--- src/rtl/core/sse_pkg.sv ---
// Shared widths, constants, operation codes and state type of the step speed estimator.
// Depends on nothing; used by every module of the block.
`timescale 1ns / 1ps

package sse_pkg;

    localparam int FUNC_W = 3;
    localparam int TIME_W = 64;
    localparam int LEN_W  = 16;
    localparam int SPD_W  = 24;
    localparam int DUR_W  = 40;
    localparam int SUM_W  = LEN_W + 1;          // sum of two step lengths
    localparam int DEN_W  = DUR_W + 1;          // sum of two step durations
    localparam int K_W    = 34;                 // width of the scale constant
    localparam int PROD_W = SUM_W + K_W;        // numerator width
    localparam int CFG_AW = 4;
    localparam int CFG_DW = 64;

    // Nanoseconds per second times 16 turns Q4.12 metres per ns into Q8.16 m/s.
    localparam logic [K_W-1:0]   NS_X16      = 34'd16000000000;
    localparam logic [DUR_W-1:0] MAX_DUR_RST = 40'd2000000000;

    localparam logic [FUNC_W-1:0] FUNC_STEP   = 3'd0;
    localparam logic [FUNC_W-1:0] FUNC_REPORT = 3'd1;
    localparam logic [FUNC_W-1:0] FUNC_QUERY  = 3'd2;
    localparam logic [FUNC_W-1:0] FUNC_SET    = 3'd3;
    localparam logic [FUNC_W-1:0] FUNC_RESET  = 3'd4;

    // Register index as seen on paddr[3].
    localparam logic CFG_IDX_MAX = 1'b0;

    typedef enum logic [2:0] {
        ST_IDLE,
        ST_GAP,
        ST_DECIDE,
        ST_MUL,
        ST_DIV,
        ST_DONE
    } t_state;

endpackage

--- src/rtl/core/sse_mul.sv ---
// Bit-serial multiplier: length sum times the fixed scale (ns per second times 16), MSB first.
// Depends on sse_pkg.
`timescale 1ns / 1ps

module sse_mul (
    input  logic                        i_clk,
    input  logic                        i_rst_n,
    input  logic                        i_start,
    input  logic [sse_pkg::SUM_W-1:0]   i_a,
    output logic [sse_pkg::PROD_W-1:0]  o_prod,
    output logic                        o_done
);

    localparam int CNT_W = $clog2(sse_pkg::SUM_W);

    logic [sse_pkg::PROD_W-1:0] r_acc;
    logic [sse_pkg::SUM_W-1:0]  r_a;
    logic [CNT_W-1:0]           r_cnt;
    logic                       r_busy;
    logic                       r_done;
    logic [sse_pkg::PROD_W-1:0] w_add;

    // One multiplier bit per cycle: shift the partial product and add the scale.
    assign w_add = r_a[sse_pkg::SUM_W-1]
                 ? {{(sse_pkg::PROD_W-sse_pkg::K_W){1'b0}}, sse_pkg::NS_X16}
                 : '0;

    always_ff @(posedge i_clk) begin
        if (!i_rst_n) begin
            r_busy <= 1'b0;
            r_done <= 1'b0;
            r_cnt  <= '0;
        end else begin
            r_done <= 1'b0;
            if (i_start) begin
                r_busy <= 1'b1;
                r_cnt  <= CNT_W'(sse_pkg::SUM_W - 1);
            end else if (r_busy) begin
                if (r_cnt == '0) begin
                    r_busy <= 1'b0;
                    r_done <= 1'b1;
                end else begin
                    r_cnt <= r_cnt - 1'b1;
                end
            end
        end
    end

    always_ff @(posedge i_clk) begin
        if (i_start) begin
            r_acc <= '0;
            r_a   <= i_a;
        end else if (r_busy) begin
            r_acc <= {r_acc[sse_pkg::PROD_W-2:0], 1'b0} + w_add;
            r_a   <= {r_a[sse_pkg::SUM_W-2:0], 1'b0};
        end
    end

    assign o_prod = r_acc;
    assign o_done = r_done;

endmodule

--- src/rtl/core/sse_div.sv ---
// Radix-2 restoring divider with 24-bit saturating quotient.
// Depends on sse_pkg.
`timescale 1ns / 1ps

module sse_div (
    input  logic                        i_clk,
    input  logic                        i_rst_n,
    input  logic                        i_start,
    input  logic [sse_pkg::PROD_W-1:0]  i_num,
    input  logic [sse_pkg::DEN_W-1:0]   i_den,
    output logic [sse_pkg::SPD_W-1:0]   o_quot,
    output logic                        o_done
);

    localparam int QW    = sse_pkg::SPD_W;
    localparam int DW    = sse_pkg::DEN_W;
    localparam int HI_W  = sse_pkg::PROD_W - QW;
    localparam int CNT_W = $clog2(QW);

    logic [DW-1:0]    r_rem;
    logic [DW-1:0]    r_den;
    logic [QW-1:0]    r_q;
    logic [CNT_W-1:0] r_cnt;
    logic             r_busy;
    logic             r_done;

    logic [DW:0]      w_sh;
    logic [DW+1:0]    w_diff;
    logic             w_borrow;
    logic             w_sat;

    // The quotient fits in 24 bits exactly when the numerator's upper part is below the divisor.
    assign w_sat    = {{(DW-HI_W){1'b0}}, i_num[sse_pkg::PROD_W-1:QW]} >= i_den;
    assign w_sh     = {r_rem, r_q[QW-1]};
    assign w_diff   = {1'b0, w_sh} - {2'b00, r_den};
    assign w_borrow = w_diff[DW+1];

    always_ff @(posedge i_clk) begin
        if (!i_rst_n) begin
            r_busy <= 1'b0;
            r_done <= 1'b0;
            r_cnt  <= '0;
        end else begin
            r_done <= 1'b0;
            if (i_start) begin
                r_busy <= !w_sat;
                r_done <= w_sat;
                r_cnt  <= CNT_W'(QW - 1);
            end else if (r_busy) begin
                if (r_cnt == '0) begin
                    r_busy <= 1'b0;
                    r_done <= 1'b1;
                end else begin
                    r_cnt <= r_cnt - 1'b1;
                end
            end
        end
    end

    // The quotient register doubles as the shift register for the low numerator bits.
    always_ff @(posedge i_clk) begin
        if (i_start) begin
            r_den <= i_den;
            r_rem <= {{(DW-HI_W){1'b0}}, i_num[sse_pkg::PROD_W-1:QW]};
            r_q   <= w_sat ? '1 : i_num[QW-1:0];
        end else if (r_busy) begin
            r_rem <= w_borrow ? w_sh[DW-1:0] : w_diff[DW-1:0];
            r_q   <= {r_q[QW-2:0], !w_borrow};
        end
    end

    assign o_quot = r_q;
    assign o_done = r_done;

endmodule

--- src/rtl/core/step_speed_estimator_core.sv ---
// Step speed estimator: top level with control sequencer, state and APB register.
// Depends on sse_pkg, sse_mul and sse_div.
//
// Usage:
//   Input channel (i_in_valid / o_in_stall) carries one item: func, event time with
//   its known flag, step length and speed. Output channel (o_out_valid /
//   i_out_stall) returns one item per input: speed, last time known, last time.
//   One item is worked on at a time; o_in_stall is low only while the block is idle.
//   A step event that computes a new speed also runs the serial multiplier and then the
//   restoring divider before its result is loaded; a saturating quotient ends the divide
//   early. All other items pass only one wide subtract and one compare stage.
//   The output register holds a result while i_out_stall is high; the next item
//   may already be accepted and worked on, and waits at its end for the register.
//   max_step_duration lives at APB address 0 (64-bit data, low 40 bits used). The user
//   must write it only while the block is idle; the block does not enforce this. Synchronous
//   reset (i_rst_n low) clears the time, speed and step memory, sets max_step_duration
//   to 2e9 ns and empties the output register.
`timescale 1ns / 1ps

module step_speed_estimator_core (
    input  logic                         i_clk,
    input  logic                         i_rst_n,

    input  logic                         i_in_valid,
    output logic                         o_in_stall,
    input  logic [sse_pkg::FUNC_W-1:0]   i_func,
    input  logic [sse_pkg::TIME_W-1:0]   i_event_time,
    input  logic                         i_event_time_known,
    input  logic [sse_pkg::LEN_W-1:0]    i_step_length,
    input  logic [sse_pkg::SPD_W-1:0]    i_speed_in,

    output logic                         o_out_valid,
    input  logic                         i_out_stall,
    output logic [sse_pkg::SPD_W-1:0]    o_speed,
    output logic                         o_last_time_known,
    output logic [sse_pkg::TIME_W-1:0]   o_last_time,

    input  logic                         psel,
    input  logic                         penable,
    input  logic                         pwrite,
    input  logic [sse_pkg::CFG_AW-1:0]   paddr,
    input  logic [sse_pkg::CFG_DW-1:0]   pwdata,
    output logic [sse_pkg::CFG_DW-1:0]   prdata,
    output logic                         pready
);

    sse_pkg::t_state r_state, n_state;

    // Captured item.
    logic [sse_pkg::FUNC_W-1:0] r_func;
    logic [sse_pkg::TIME_W-1:0] r_t;
    logic                       r_known;
    logic [sse_pkg::LEN_W-1:0]  r_len;
    logic [sse_pkg::SPD_W-1:0]  r_spd;

    // Architectural state.
    logic [sse_pkg::DUR_W-1:0]  r_max;
    logic [sse_pkg::TIME_W-1:0] r_prev_time;
    logic                       r_prev_valid;
    logic [sse_pkg::SPD_W-1:0]  r_cur_speed;
    logic [sse_pkg::LEN_W-1:0]  r_prev_len;
    logic [sse_pkg::DUR_W-1:0]  r_prev_dur;

    // Working registers.
    logic [sse_pkg::TIME_W-1:0] r_gap;
    logic                       r_later;
    logic [sse_pkg::DUR_W-1:0]  r_dur;
    logic [sse_pkg::DEN_W-1:0]  r_den;

    logic                       r_out_valid;
    logic [sse_pkg::SPD_W-1:0]  r_out_speed;
    logic                       r_out_known;
    logic [sse_pkg::TIME_W-1:0] r_out_time;

    logic                        w_accept;
    logic [sse_pkg::TIME_W:0]    w_sub;
    logic                        w_gap_hi;
    logic                        w_gt_max;
    logic                        w_max_nz;
    logic                        w_both;
    logic [sse_pkg::DUR_W-1:0]   w_dur;
    logic                        w_step_go;
    logic [sse_pkg::SUM_W-1:0]   w_len_sum;
    logic                        w_cfg_we;

    logic                        w_mul_start;
    logic                        w_div_start;
    logic                        w_out_load;
    logic [sse_pkg::PROD_W-1:0]  w_prod;
    logic                        w_mul_done;
    logic [sse_pkg::SPD_W-1:0]   w_quot;
    logic                        w_div_done;

    assign w_accept  = i_in_valid && !o_in_stall;
    assign w_sub     = {1'b0, r_t} - {1'b0, r_prev_time};
    assign w_gap_hi  = |r_gap[sse_pkg::TIME_W-1:sse_pkg::DUR_W];
    assign w_gt_max  = w_gap_hi || (r_gap[sse_pkg::DUR_W-1:0] > r_max);
    assign w_max_nz  = |r_max;
    assign w_both    = r_prev_valid && r_known;
    assign w_dur     = w_gap_hi ? '1 : r_gap[sse_pkg::DUR_W-1:0];
    assign w_len_sum = {1'b0, r_len} + {1'b0, r_prev_len};
    assign w_step_go = (r_func == sse_pkg::FUNC_STEP) && w_both
                     && !(w_max_nz && w_gt_max) && r_later;

    assign w_cfg_we = psel && penable && pwrite && pready
                    && (paddr[3] == sse_pkg::CFG_IDX_MAX);
    assign pready   = 1'b1;
    assign prdata   = (paddr[3] == sse_pkg::CFG_IDX_MAX)
                    ? {{(sse_pkg::CFG_DW-sse_pkg::DUR_W){1'b0}}, r_max} : '0;

    // Next state.
    always_comb begin
        n_state = r_state;
        case (r_state)
            sse_pkg::ST_IDLE: begin
                if (i_in_valid) n_state = sse_pkg::ST_GAP;
            end
            sse_pkg::ST_GAP: begin
                n_state = sse_pkg::ST_DECIDE;
            end
            sse_pkg::ST_DECIDE: begin
                n_state = w_step_go ? sse_pkg::ST_MUL : sse_pkg::ST_DONE;
            end
            sse_pkg::ST_MUL: begin
                if (w_mul_done) n_state = sse_pkg::ST_DIV;
            end
            sse_pkg::ST_DIV: begin
                if (w_div_done) n_state = sse_pkg::ST_DONE;
            end
            sse_pkg::ST_DONE: begin
                if (!r_out_valid || !i_out_stall) n_state = sse_pkg::ST_IDLE;
            end
            default: begin
                n_state = sse_pkg::ST_IDLE;
            end
        endcase
    end

    // Sequencer outputs.
    always_comb begin
        o_in_stall  = (r_state != sse_pkg::ST_IDLE);
        w_mul_start = (r_state == sse_pkg::ST_DECIDE) && w_step_go;
        w_div_start = (r_state == sse_pkg::ST_MUL) && w_mul_done;
        w_out_load  = (r_state == sse_pkg::ST_DONE) && (!r_out_valid || !i_out_stall);
    end

    always_ff @(posedge i_clk) begin
        if (!i_rst_n) begin
            r_state <= sse_pkg::ST_IDLE;
        end else begin
            r_state <= n_state;
        end
    end

    always_ff @(posedge i_clk) begin
        if (w_accept) begin
            r_func  <= i_func;
            r_t     <= i_event_time;
            r_known <= i_event_time_known;
            r_len   <= i_step_length;
            r_spd   <= i_speed_in;
        end
        if (r_state == sse_pkg::ST_GAP) begin
            r_gap   <= w_sub[sse_pkg::TIME_W-1:0];
            r_later <= !w_sub[sse_pkg::TIME_W] && (w_sub[sse_pkg::TIME_W-1:0] != '0);
        end
        if (w_mul_start) begin
            r_dur <= w_dur;
            r_den <= {1'b0, w_dur} + {1'b0, r_prev_dur};
        end
    end

    always_ff @(posedge i_clk) begin
        if (!i_rst_n) begin
            r_max        <= sse_pkg::MAX_DUR_RST;
            r_prev_time  <= '0;
            r_prev_valid <= 1'b0;
            r_cur_speed  <= '0;
            r_prev_len   <= '0;
            r_prev_dur   <= '0;
        end else begin
            if (w_cfg_we) begin
                r_max <= pwdata[sse_pkg::DUR_W-1:0];
            end
            if (r_state == sse_pkg::ST_DECIDE) begin
                case (r_func)
                    sse_pkg::FUNC_STEP: begin
                        // Unknown time or an over-long gap drops the speed and restarts timing.
                        if (!w_both || (w_max_nz && w_gt_max)) begin
                            r_cur_speed  <= '0;
                            r_prev_len   <= '0;
                            r_prev_dur   <= '0;
                            r_prev_valid <= r_known;
                            r_prev_time  <= r_known ? r_t : '0;
                        end
                    end
                    sse_pkg::FUNC_REPORT: begin
                        if (!w_both || r_later) begin
                            r_cur_speed  <= r_spd;
                            r_prev_len   <= '0;
                            r_prev_dur   <= '0;
                            r_prev_valid <= r_known;
                            r_prev_time  <= r_known ? r_t : '0;
                        end
                    end
                    sse_pkg::FUNC_QUERY: begin
                        if (w_max_nz && (!w_both || w_gt_max)) begin
                            r_cur_speed <= '0;
                            r_prev_len  <= '0;
                            r_prev_dur  <= '0;
                        end
                    end
                    sse_pkg::FUNC_SET: begin
                        r_cur_speed <= r_spd;
                    end
                    sse_pkg::FUNC_RESET: begin
                        r_cur_speed  <= '0;
                        r_prev_len   <= '0;
                        r_prev_dur   <= '0;
                        r_prev_valid <= 1'b0;
                        r_prev_time  <= '0;
                    end
                    default: begin
                    end
                endcase
            end
            if ((r_state == sse_pkg::ST_DIV) && w_div_done) begin
                r_cur_speed  <= w_quot;
                r_prev_len   <= r_len;
                r_prev_dur   <= r_dur;
                r_prev_valid <= 1'b1;
                r_prev_time  <= r_t;
            end
        end
    end

    always_ff @(posedge i_clk) begin
        if (!i_rst_n) begin
            r_out_valid <= 1'b0;
        end else if (w_out_load) begin
            r_out_valid <= 1'b1;
        end else if (!i_out_stall) begin
            r_out_valid <= 1'b0;
        end
    end

    always_ff @(posedge i_clk) begin
        if (w_out_load) begin
            r_out_speed <= r_cur_speed;
            r_out_known <= r_prev_valid;
            r_out_time  <= r_prev_time;
        end
    end

    assign o_out_valid       = r_out_valid;
    assign o_speed           = r_out_speed;
    assign o_last_time_known = r_out_known;
    assign o_last_time       = r_out_time;

    sse_mul u_mul (
        .i_clk   (i_clk),
        .i_rst_n (i_rst_n),
        .i_start (w_mul_start),
        .i_a     (w_len_sum),
        .o_prod  (w_prod),
        .o_done  (w_mul_done)
    );

    sse_div u_div (
        .i_clk   (i_clk),
        .i_rst_n (i_rst_n),
        .i_start (w_div_start),
        .i_num   (w_prod),
        .i_den   (r_den),
        .o_quot  (w_quot),
        .o_done  (w_div_done)
    );

endmodule

--- config.mk ---
export PLATFORM = sky130hd
export DESIGN_NAME = step_speed_estimator_core
export DESIGN_NICKNAME = d
export VERILOG_FILES = /design/src/rtl/core/sse_pkg.sv /design/src/rtl/core/sse_mul.sv /design/src/rtl/core/sse_div.sv /design/src/rtl/core/step_speed_estimator_core.sv
export SDC_FILE = /design/constraint.sdc
export NUM_CORES = 1
export LEC_CHECK = 0
export BUFFER_PORTS_ARGS = -buffer_cell sky130_fd_sc_hd__buf_2
export CORE_MARGIN = 2
export CORE_UTILIZATION = 55
export DETAILED_ROUTE_END_ITERATION = 6
export PLACE_DENSITY = 0.75
export SLEW_MARGIN = 20
export SYNTH_ARGS = -nofsm -noshare
export SYNTH_HDL_FRONTEND = slang
export SYNTH_SLANG_ARGS = --single-unit
--- constraint.sdc ---
create_clock -name i_clk -period 20.8 [get_ports i_clk]
set_input_delay 2.08 -clock i_clk [delete_from_list [all_inputs] [get_ports i_clk]]
set_output_delay 2.08 -clock i_clk [all_outputs]
set_load 0.02 [all_outputs]
After elaboration in Yosys (flattened, before gate mapping)
Cells that the tools add are included.
{"block": "totals", "out_inout_bits": 156, "register_bits": 720}
{"block": "op_classes", "add_sub_neg": 7, "bitwise_logic": 5, "mux": 64, "reduce_logical": 53, "magnitude_cmp": 2, "eq_ne": 19}
{"op": "$mux W64", "n": 5}
{"op": "$mux W40", "n": 7}
{"op": "$mux W24", "n": 8}
{"op": "$pmux W64 S3", "n": 1}
{"op": "$pmux W40 S4", "n": 1}
{"op": "$pmux W24 S5", "n": 1}
{"op": "$mux W16", "n": 5}
{"op": "$sub A64 B64 Y65", "n": 1}
{"op": "$pmux W16 S4", "n": 1}
{"op": "$reduce_bool A64 Y1", "n": 1}
{"op": "$mux W27", "n": 2}
{"op": "$add A51 B51 Y51", "n": 1}
{"op": "$sub A42 B41 Y43", "n": 1}
{"op": "$add A40 B40 Y41", "n": 1}
{"op": "$ge A27 B41 Y1", "n": 1}
{"op": "$mux W41", "n": 1}
{"op": "$gt A40 B40 Y1", "n": 1}
{"op": "$reduce_or A40 Y1", "n": 1}
{"op": "$mux W17", "n": 2}
{"op": "$mux W34", "n": 1}
{"op": "$mux W5", "n": 6}
{"op": "$reduce_or A24 Y1", "n": 1}
{"op": "$pmux W3 S6", "n": 1}
{"op": "$add A16 B16 Y17", "n": 1}
{"op": "other kinds (27)", "n": 98}

Depth between registers and ports, before layout
Gate-level depths: netlist (run 1).
{"block": "depth", "depth_word": 9, "mapped_depth": 19}

By module
A second synthesis (run 1) with hierarchy kept.
{"block": "unflattened", "hier_cells": 3601, "area_unflattened_um2": 37352.1}
{"mod": "step_speed_estimator_core", "area_each_um2": 26108.8, "seq_area_each_um2": 14083.5, "cells_per_inst": 2401, "n_inst": 1}
{"mod": "sse_div", "area_each_um2": 7662.3, "seq_area_each_um2": 3183.1, "cells_per_inst": 822, "n_inst": 1}
{"mod": "sse_mul", "area_each_um2": 3580.9, "seq_area_each_um2": 1411.4, "cells_per_inst": 378, "n_inst": 1}

Worst setup path after synthesis (run 1)
Ideal clock, no wire load.
{"block": "synth_timing", "path_kind": "flip-flop to flip-flop", "startpoint": "register r_max[1] (netlist name)", "endpoint": "register u_mul.r_a[0] (netlist name) (data pin)", "stages_incl_launch_ff": 15, "synth_period_minus_slack_ns": 8.387, "path_slack_ns": 12.413, "arrival_time_ns": 8.215, "path_cell_list": "dfxtp_1 inv_1 ha_1 nor2b_1 o21a_1 o21a_1 o21a_1 o21a_1 o21a_1 o21ai_0 a31oi_1 o21bai_1 nand3_1 nor3_1 and2_1"}
{"block": "synth_via", "elab_chain_len": 8}
{"item": "start: declaration", "line_no": "step_speed_estimator_core.sv:57", "rtl": "logic [sse_pkg::DUR_W-1:0] r_max;"}
{"item": "start signal: assignment", "line_no": "step_speed_estimator_core.sv:175", "rtl": "r_max <= sse_pkg::MAX_DUR_RST;"}
{"item": "start signal: assignment", "line_no": "step_speed_estimator_core.sv:183", "rtl": "r_max <= pwdata[sse_pkg::DUR_W-1:0];"}
{"item": "$gt A40 B40 Y1", "line_no": "step_speed_estimator_core.sv:97", "rtl": "assign w_gt_max = w_gap_hi || (r_gap[sse_pkg::DUR_W-1:0] > r_max);"}
{"item": "$logic_or A1 B1 Y1", "line_no": "step_speed_estimator_core.sv:97"}
{"item": "$logic_and A1 B1 Y1 (*)", "line_no": "step_speed_estimator_core.sv:103", "rtl": "&& !(w_max_nz && w_gt_max) && r_later;"}
{"item": "$logic_not A1 Y1 (*)", "line_no": "step_speed_estimator_core.sv:103"}
{"item": "$logic_and A1 B1 Y1 (*) (2 in a row)", "line_no": "step_speed_estimator_core.sv:103"}
{"item": "$logic_and A1 B1 Y1 (*)", "line_no": "step_speed_estimator_core.sv:142", "rtl": "w_mul_start = (r_state == sse_pkg::ST_DECIDE) && w_step_go;"}
{"item": "via u_mul.i_start", "line_no": "sse_mul.sv:8", "rtl": "input logic i_start,"}
{"item": "$mux W17 (*)", "line_no": "sse_mul.sv:50", "rtl": "if (i_start) begin"}
{"item": "end signal: assignment", "line_no": "sse_mul.sv:52", "rtl": "r_a <= i_a;"}
{"item": "end signal: assignment", "line_no": "sse_mul.sv:55", "rtl": "r_a <= {r_a[sse_pkg::SUM_W-2:0], 1'b0};"}
{"item": "end: declaration", "line_no": "sse_mul.sv:17", "rtl": "logic [sse_pkg::SUM_W-1:0] r_a;"}
The timed path passes the listed nets; every way through them passes the cells marked *.
A chain may end at the register's enable or synchronous reset.

Worst setup path in the final report (run 1)
{"block": "layout_timing", "startpoint": "register r_gap[40] (netlist name)", "endpoint": "register r_den[35] (netlist name) (data pin)"}
{"block": "layout_via", "elab_chain_len": 3}
{"item": "start: declaration", "line_no": "step_speed_estimator_core.sv:65", "rtl": "logic [sse_pkg::TIME_W-1:0] r_gap;"}
{"item": "start signal: assignment", "line_no": "step_speed_estimator_core.sv:164", "rtl": "r_gap <= w_sub[sse_pkg::TIME_W-1:0];"}
{"item": "$reduce_or A24 Y1", "line_no": "step_speed_estimator_core.sv:96", "rtl": "assign w_gap_hi = |r_gap[sse_pkg::TIME_W-1:sse_pkg::DUR_W];"}
{"item": "$mux W40", "line_no": "step_speed_estimator_core.sv:100", "rtl": "assign w_dur = w_gap_hi ? '1 : r_gap[sse_pkg::DUR_W-1:0];"}
{"item": "via w_dur (one bit)", "line_no": "step_speed_estimator_core.sv:81", "rtl": "logic [sse_pkg::DUR_W-1:0] w_dur;"}
{"item": "$add A40 B40 Y41", "line_no": "step_speed_estimator_core.sv:169", "rtl": "r_den <= {1'b0, w_dur} + {1'b0, r_prev_dur};"}
{"item": "end signal: assignment", "line_no": "step_speed_estimator_core.sv:169"}
{"item": "end: declaration", "line_no": "step_speed_estimator_core.sv:68", "rtl": "logic [sse_pkg::DEN_W-1:0] r_den;"}
The timed path passes the listed nets, and every way through them passes these cells.

==> metrics.yaml, run 1 <==
global_routing:
  grt_max_degree: 82
  grt_pass1_wl_mm: 139
  grt_pass1_vias: 26678
  antenna_found_initial: 3
  grt_use_total_pct: 24.7
  overflow: 0
layout:
  final_cells: 4703
  final_layout_size_suffix_gt1_share_pct: 13.1
  final_net_count: 4207
  area_delta_synth_final_pct: 12.7
synthesis:
  synth_area_sq_um: 36700
  seq_area_frac_synth_pct: 50.8
  synth_cells: 3538
  ys_ff_latch: 707
  synth_cell_types: 96
  synthArstFlopShare_pct: 0
  avgSynthCellArea_sq_um: 10.4
  ys.flop_type: "edfxtp_1"
  yosysWarnings: 0
  synth_edf_count: 452
die:
  coreArea_sq_um: 66000
  io_pins: 339
  die_h_microns: 262
  die_w_microns: 262
  start_util_pct: 55.7
  rows: 94
  die_area_sq_um: 68900
worst_setup_path:
  cp_cell_sequence: "nor4_1, nand4_1, buf_4, nor2_1, nand2_1, ha_1, a21o_1, a21oi_1, o21bai_1, a211o_1, a31oi_1, o31ai_1, o21ai_0, o21ai_0, o211ai_1, nor2b_1, o21ai_0, xor2_1"
  cp.arrival_ns: 5.59
  worst_setup_path_end_kind: "flip-flop"
  worst-path-buf-inv: 1
  critPathTopFamily: "compound AO/OA/AOI/OAI gates"
  crit_type: "flip-flop to flip-flop"
  crit_fanout: 40
  slowest_stage: "o21ai_0"
  cpPeakStageDelay_ns: 0.42
  crit_required_ns: 21.15
  cp_common_cell: "o21ai_0"
  cp-start-kind: "flip-flop"
drt:
  antenna_left: 0
  wire_per_inst_microns: 18.4
  via_per_inst: 5.84
  drtIter0Drc: 2120
  drc_errors: 0
  first_pass_iters: 5
  vias: 27454
  wirelength_mm: 86.4
power_and_ir_drop:
  switching_power_mw: 0.844
  switching_share_pct: 25.1
  p_leak_nw: 16.0
  pwr-share-comb_pct: 11.9
  p_clk_share_pct: 40.6
  irDropWorstVdd_v: 0.0000648
  seq_power_share_pct: 47.5
  internal_power_mw: 2.52
  p_per_area_nw_per_um2: 81.3
clock_network:
  clock_latency_ns: 0.62
  cts_hold_buf: 0
  clkTransAtPathRegs_ns: 0.06
  cts_buffer_depth: 3
  clockRootBuffer: "clkbuf_16"
  cts.repair.resized: 0
  cts_buffers: 75
  cts_tree: "done"
  cts.sinks: 707
  postCtsSetupRepairBufs: 0
  cts_max_level: 3
sta:
  worst_clock_skew_ns: 0.0276
  period_share_pct: 25.2
  tightest_slew_ns: 1.14
  setup_viol: 0
  tns_ns: 0
  finalCriticalPeriod_ns: 5.25
  finalHoldViolations: 0
  fmax_mhz: 191
  relSlewSlack_pct: 23.6
  slew_violations: 0
  rsz0062_at_grt: "no"
place:
  placed_cells: 4561
  gp_congestion: 0.918
  io_buffers: 286
  hpwl_mm: 62.7
flow_run:
  cap_violations: 0
status:
  status: "finished clean"
worst_hold_path:
  hold_path_class: "flip-flop to flip-flop"
## through the flow
step / utilization, % / total power [mW] / cell area [sq um] / hold slack, ns / setup slack [ns]
3_5_place_dp: 58.9 / 2.02 / 38800 / 0.417 / 15.58
6_report: 62.8 / 3.37 / 41400 / 0.425 / 15.55
4_1_cts: 62.7 / 3.39 / 41400 / 0.430 / 15.55
5_1_grt: 62.8 / 3.50 / 41400 / 0.430 / 15.05
3_3_place_gp: 58.9 / 2.01 / 38800 / 0.413 / 15.59
2_1_floorplan: - / 1.91 / 36800 / 0.409 / 12.41
## metal layers
layer / up-vias / track usage (%) / wire (microns)
li1: 13523 / - / -
met1: 13048 / 32.2 / 37800
met2: 739 / 42.3 / 41700
met3: 140 / 4.07 / 4810
met4: 4 / 7.32 / 2080
met5: - / 0 / 25
## synth_stat cells, types with 54 or more instances
cell	n	area [sq um]
nor3_1	78	390
a21o_1	103	773
nor2_1	314	1180
a22o_1	58	508
inv_1	228	856
ha_1	245	3070
clkbuf_1	128	480
edfxtp_1	452	13600
xnor2_1	100	876
a31oi_1	57	357
or3_1	57	357
nand2_1	268	1010
nand4_1	54	338
a21oi_1	251	1260
o21ai_0	131	656
dfxtp_1	255	5100
a32o_1	62	621
## state kept, by name, indices dropped and copies added (netlist names), 38 cells and up
register and flops:
r_dur 40, o_last_time 64, r_t 64, r_prev_time 64, r_den 41, r_prev_dur 40, r_gap 64, r_max 40
u_div.r_rem 41, u_div.r_den 41, u_mul.o_prod 38
## power by group through the flow
stage          Combinational (mW)  Clock [mW]  Sequential, mW
2_1_floorplan               0.291           0            1.62
3_3_place_gp                0.386           0            1.63
3_5_place_dp                0.393           0            1.63
4_1_cts                     0.396        1.39            1.60
5_1_grt                     0.443        1.45            1.61
6_report                    0.400        1.37            1.60
## cell type report
| cell class | count | area [sq um] |
|---|---|---|
| fillers | 5285 | 24600 |
| flip-flops and latches | 707 | 18700 |
| multi-input cells | 2450 | 16600 |
| clock buffers | 110 | 2230 |
| repair buffers | 312 | 1640 |
| well taps | 864 | 1080 |
| inverters | 229 | 860 |
| clock inverters | 30 | 318 |
| diodes | 1 | 2.50 |
## worst reg2reg max path, delay by kind of cell (launching register included)
kind                     cells  cell delay [ns]
buffers and inverters        1             0.25
AND/OR/NAND/NOR              5             1.38
flip-flops                   1             0.37
XOR/XNOR                     1             0.15
adder cells (fa/ha/maj)      1             0.23
AO/OA/AOI/OAI               10             2.60
## cell families after synthesis
kind of cell	count (synthesis)	share of synthesized area (%)
adders and majority gates	250	8.59
AOI/OAI and AO/OA	938	17.5
buffers and inverters	404	4.46
and+or+nand+nor	1041	13.7
xor gates and xnor gates	150	3.58
DFF	707	50.8
muxes	46	1.31
other	2	0.0204
## cell usage in the layout (no fill, tap or decap), types with 58 or more instances in the layout
cell type,netlist,routed
a32o_1,62,62
inv_1,228,228
dfxtp_1,255,254
xnor2_1,100,100
buf_2,12,285
ha_1,245,245
clkbuf_16,0,80
a21o_1,103,103
a21oi_1,251,249
edfxtp_1,452,452
o21ai_0,131,131
nor3_1,78,77
nor2_1,314,311
nand2_1,268,267
a22o_1,58,58
## path summary, 6_finish.rpt
kind                                      from          to  slack, ns  cells past startpoint
worst max-delay path                 r_gap[40]   r_den[35]      15.55                     18
worst min-delay path            r_cur_speed[0]  o_speed[0]       0.43                      0
worst max register to register       r_gap[40]   r_den[35]      15.55                     18
worst min register to register  r_cur_speed[0]  o_speed[0]       0.43                      0
Note: power is estimated with default switching activity, not from simulation.
==> run 2: changes to the inputs <==
==> constraint.sdc (replaced) <==
create_clock -name i_clk -period 5.4 [get_ports i_clk]
set_input_delay 0.54 -clock i_clk [delete_from_list [all_inputs] [get_ports i_clk]]
set_output_delay 0.54 -clock i_clk [all_outputs]
set_load 0.02 [all_outputs]
==> run 2 against run 1 <==
  * Global-route usage rose by 0.084 points
  * Count of clock-buffer cells in the layout fell by 5
  * Fmax rose by 4.6%
  * Flip-flop and latch count did not move
  * Sequential share of layout area rose by 0.11 points
  * Utilization fell by 0.16 points
==> metrics.yaml, run 2 (synthesis results as in run 1) <==
clock_network:
  cts_max_level: 3
  cts_buffers: 74
  cts_hold_buf: 0
  clockRootBuffer: "clkbuf_16"
  cts_buffer_depth: 3
  clock_latency_ns: 0.62
  cts.sinks: 707
  clkTransAtPathRegs_ns: 0.07
  cts_tree: "done"
  cts.repair.resized: 0
  postCtsSetupRepairBufs: 0
worst_setup_path:
  cp_cell_sequence: "nor4_1, nand4_1, buf_4, or3_1, ha_1, nor2b_1, o21a_1, o21ai_0, a21oi_1, nor2_1, o311ai_0, o211ai_1, o21ai_0, o2111ai_1, a21boi_0, mux2i_1, nand2_1"
  critPathTopFamily: "compound AO/OA/AOI/OAI gates"
  worst-path-buf-inv: 1
  cp-start-kind: "flip-flop"
  cpPeakStageDelay_ns: 0.55
  reg2reg_depth: 17
  cp_common_cell: "o21ai_0"
  cp.depth: 17
  crit_fanout: 40
  crit_type: "flip-flop to flip-flop"
  crit_path_start: "r_gap[40]"
  slowest_stage: "o311ai_0"
  crit_required_ns: 5.75
  r2r_start: "r_gap[40]"
  cp.arrival_ns: 5.37
  worst_setup_path_end_kind: "flip-flop"
layout:
  area_delta_synth_final_pct: 12.5
  final_cell_mix: "edfxtp_1, nor2_1, buf_2"
  final_net_count: 4215
  final_common_cell: "edfxtp_1"
  antenna_cells: 0
  final_layout_size_suffix_gt1_share_pct: 13.2
worst_hold_path:
  worstHoldStart: "i_event_time[18]"
  hold_path_class: "input port to flip-flop"
  hold_depth: 1
drt:
  drc_errors: 0
  first_pass_iters: 6
  wire_per_inst_microns: 18.4
  via_per_inst: 5.85
  vias: 27521
  drtIter0Drc: 2367
  antenna_left: 0
  wirelength_mm: 86.8
sta:
  tns_ns: 0
  tightest_slew_ns: 1.03
  setup_slack_ns: 0.384
  setup_viol: 0
  relSlewSlack_pct: 31.3
  period_share_pct: 92.9
  rsz0062_at_grt: "no"
  fmax_mhz: 199
  worst_clock_skew_ns: 0.0265
  holdWs_ns: 0.0952
  slew_violations: 0
  finalCriticalPeriod_ns: 5.02
  finalHoldViolations: 0
power_and_ir_drop:
  irDropWorstVdd_v: 0.000284
  p_per_area_nw_per_um2: 307
  finalPower_mw: 12.7
  p_leak_nw: 16.0
die:
  coreArea_sq_um: 66000
  die_area_sq_um: 68900
  io_pins: 339
  die_w_microns: 262
  rows: 94
  start_util_pct: 55.7
  die_h_microns: 262
status:
  status: "finished clean"
place:
  hpwl_mm: 63.3
  io_buffers: 286
  pre_cts_ws_ns: 0.377
  gp_congestion: 0.924
global_routing:
  antenna_found_initial: 0
  grt_max_degree: 82
  grt_pass1_wl_mm: 139
  grt_pass1_vias: 26626
  overflow: 0
  grt_use_total_pct: 24.8
flow_run:
  cap_violations: 0
-- run 2: cell count changes in the layout (fill, tap and decap cells not counted), moves of 2 or more --
cell	delta
buf_4	+9
clkinv_4	+2
clkbuf_16	-6
clkinv_2	+4
clkinvlp_4	-2
bufinv_16	-2
-- run 2: report_power, final --
group	internal, mW	leakage, nW	switching, mW	total, mW
clock network	2.87	1.17	2.12	4.99
logic	0.588	8.94	0.951	1.54
registers	6.00	5.88	0.164	6.17
-- run 2: path summary, 6_finish.rpt --
kind / slack [ns] / endpoint
hold reg to reg: 0.43 / o_speed[3]
setup reg to reg: 0.38 / r_den[38]
hold / removal: 0.1 / r_t[18]
setup / recovery: 0.38 / r_den[38]
-- run 2: layout make-up --
cell class / count / area (sq um)
clock buffers: 105 / 2090
clock inverters: 32 / 295
fillers: 5283 / 24700
inverters: 229 / 860
multi-input cells: 2450 / 16600
flip-flops and latches: 707 / 18700
well taps: 864 / 1080
repair buffers: 321 / 1710
-- run 2: metal layers --
metal / GRT usage [%] / vias to the layer above / part of all wire [%]
met3: 3.89 / 142 / 5.7
met4: 7.80 / 0 / 2.9
li1: - / 13526 / -
met2: 42.1 / 802 / 48
met1: 32.6 / 13051 / 44
met5: 0 / - / 0
-- run 2: through the flow --
step,instances,cell area [sq um],util [%]
2_1_floorplan,3561,36800,-
3_3_place_gp,4571,38900,59.0
3_5_place_dp,4571,38900,59.0
4_1_cts,4708,41300,62.6
5_1_grt,4708,41300,62.6
6_report,4708,41300,62.6
==> run 3: changes to the inputs <==
--- a/config.mk
+++ b/config.mk
@@ -5,11 +5,12 @@
 export SDC_FILE = /design/constraint.sdc
 export NUM_CORES = 1
 export LEC_CHECK = 0
+export ABC_AREA = 1
 export BUFFER_PORTS_ARGS = -buffer_cell sky130_fd_sc_hd__buf_2
 export CORE_MARGIN = 2
 export CORE_UTILIZATION = 55
 export DETAILED_ROUTE_END_ITERATION = 6
-export PLACE_DENSITY = 0.75
+export PLACE_DENSITY = 0.74
 export SLEW_MARGIN = 20
 export SYNTH_ARGS = -nofsm -noshare
 export SYNTH_HDL_FRONTEND = slang
==> run 3 against run 2 <==
  * Non-clock buffer count shrank 12
  * First-iteration DRC count rose by 1.6%
  * Routed wire length up 26%
  * Critical path depth fell by 2
  * Sequential power is 5.3% higher
  * Power up 15%
  * Clock skew is 0.014 ns higher
  * Flip-flop and latch count did not move
  * Fmax increased by 30%
  * Synthesized cell count up 44%
  * Global-route usage rose by 3.6 points
  * Area after synthesis grew 10%
  * Critical endpoint is now r_den[27]
  * Largest power group unchanged
==> metrics.yaml, run 3 <==
synthesis:
  synth_top_area_cell: "edfxtp_1"
  yosysMostFrequentCell: "nand2_1"
  synth_cell_types: 58
  synth_common_cells: "nand2_1, inv_1, edfxtp_1"
  seq_area_frac_synth_pct: 46.1
  yosysWarnings: 0
  yosysTopAreaCellShare_pct: 33.5
  ys.flop_type: "edfxtp_1"
  synthArstFlopShare_pct: 0
  synth_cells: 5103
  synth_area_sq_um: 40600
  ys_ff_latch: 707
  avgSynthCellArea_sq_um: 7.95
  synth_area_leaders: "edfxtp_1, dfxtp_1, nand2_1"
  synth_edf_count: 452
clock_network:
  cts_tree: "done"
  cts.repair.resized: 0
  cts_buffers: 77
  cts.sinks: 707
  cts_buffer_depth: 3
  cts_max_level: 3
  clock_latency_ns: 0.65
  clockRootBuffer: "clkbuf_16"
  postCtsSetupRepairBufs: 0
  clkTransAtPathRegs_ns: 0.06
  cts_hold_buf: 0
drt:
  wire_per_inst_microns: 17.2
  drc_errors: 0
  drtIter0Drc: 2406
  vias: 34070
  via_per_inst: 5.34
  antenna_left: 0
  first_pass_iters: 5
  wirelength_mm: 110
power_and_ir_drop:
  finalPower_mw: 14.6
  irDropWorstVdd_v: 0.000392
  p_leak_nw: 20.6
  internal_power_mw: 10.2
  p_clk_share_pct: 36.5
  p_per_area_nw_per_um2: 321
  switching_power_mw: 4.41
  seq_power_share_pct: 44.6
  pwr-share-comb_pct: 18.9
  switching_share_pct: 30.3
layout:
  fin_util_pct: 62.2
  final_net_count: 5791
  final_layout_size_suffix_gt1_share_pct: 9.20
  antenna_cells: 0
  final_common_cell: "nand2_1"
  final_cell_mix: "nand2_1, inv_1, edfxtp_1"
  area_delta_synth_final_pct: 11.8
die:
  io_pins: 339
  start_util_pct: 55.6
  die_h_microns: 276
  die_w_microns: 276
  die_area_sq_um: 75900
  coreArea_sq_um: 73000
  rows: 99
sta:
  worst_clock_skew_ns: 0.0410
  tns_ns: 0
  setup_slack_ns: 1.53
  rsz0062_at_grt: "no"
  period_share_pct: 71.7
  slew_violations: 0
  tightest_slew_ns: 1.12
  finalCriticalPeriod_ns: 3.87
  fmax_mhz: 258
  setup_viol: 0
  holdWs_ns: 0.0643
  relSlewSlack_pct: 25.3
  finalHoldViolations: 0
place:
  io_buffers: 286
  gp_congestion: 1.01
  pre_cts_ws_ns: 1.51
  hpwl_mm: 84.5
global_routing:
  antenna_found_initial: 0
  overflow: 0
  grt_pass1_wl_mm: 169
  grt_max_degree: 90
  grt_pass1_vias: 32068
  grt_use_total_pct: 28.3
worst_setup_path:
  crit_type: "flip-flop to flip-flop"
  cp-start-kind: "flip-flop"
  crit_required_ns: 5.77
  cp.arrival_ns: 4.24
  crit_fanout: 40
  cp_common_cell: "a21oi_1"
  worst_setup_path_end_kind: "flip-flop"
  slowest_stage: "ha_1"
  cpPeakStageDelay_ns: 0.37
  cp_cell_sequence: "nor4_1, and2_1, nand3_1, buf_4, or2_2, ha_1, a21oi_1, nand2_1, a21oi_1, o21ai_1, a21boi_0, o21ai_2, a21boi_1, o21ai_0, xor2_1"
worst_hold_path:
  hold_path_class: "input port to flip-flop"
status:
  status: "finished clean"
flow_run:
  cap_violations: 0
run 3: cell types whose count changed in the layout (fill, tap and decap cells not counted), sizes merged, moves of 35 or more:
cell   before   now
a22o       58     0
inv       234   831
nand4      54   114
nand2     268  1352
nor2      314   432
a21oi     253   401
or3        57     1
nand3      53   176
nor2b      35     0
o21ai     138   225
a32o       62     0
a21o      104     9
run 3: cell type report:
class,instances,area [sq um]
tap,959,1200
clock buffer,99,2090
fill,6490,27600
timing repair buffer,309,1640
inverter,828,3110
sequential,707,18700
clock inverter,44,489
multi-input combinational,3436,18100
run 3: final timing paths:
| check | startpoint | to | slack (ns) | cells after the start |
|---|---|---|---|---|
| min reg2reg | r_cur_speed[14] | o_speed[14] | 0.43 | 0 |
| max reg2reg | r_gap[61] | r_den[27] | 1.53 | 15 |
| max | r_gap[61] | r_den[27] | 1.53 | 15 |
| min | i_event_time[32] | r_t[32] | 0.06 | 1 |
run 3: kinds of logic after synthesis:
kind of cell | count (synthesis) | share of synthesized area (%)
AO/OA/AOI/OAI | 792 | 10.8
XOR/XNOR | 135 | 2.92
adder cells (fa/ha/maj) | 249 | 7.76
buffers and inverters | 983 | 9.57
flip-flops | 707 | 46.1
other | 2 | 0.0185
AND/OR/NAND/NOR | 2235 | 22.9
run 3: routing by layer:
metal / part of all wire [%] / global-route usage [%] / up-vias
li1: - / - / 17161
met1: 42 / 35.7 / 15714
met2: 49 / 49.4 / 948
met3: 4.2 / 3.11 / 247
met4: 4.5 / 12.1 / 0
met5: 0 / 0 / -
run 3: power by group through the flow:
stage	sequential, mW	combinational [mW]	clock, mW
global placement	6.60	2.69	0
global route	6.52	3.09	5.62
floorplan	6.54	1.92	0
detailed placement	6.60	2.72	0
CTS	6.49	2.74	5.41
finish	6.50	2.76	5.32
run 3: through the flow:
stage                     cells  instance area [sq um]
after floorplan            5126                  40600
after global placement     6239                  42800
after detailed placement   6239                  42800
after CTS                  6382                  45400
after global routing       6382                  45400
final                      6382                  45400
run 3: worst max-delay path: cells and delay by family (launching register included):
family,cells,cell delay (ns)
AOI/OAI and AO/OA,7,1.51
and+or+nand+nor,5,1.01
adders and majority gates,1,0.37
DFF,1,0.36
buffers and inverters,1,0.23
xor gates and xnor gates,1,0.15
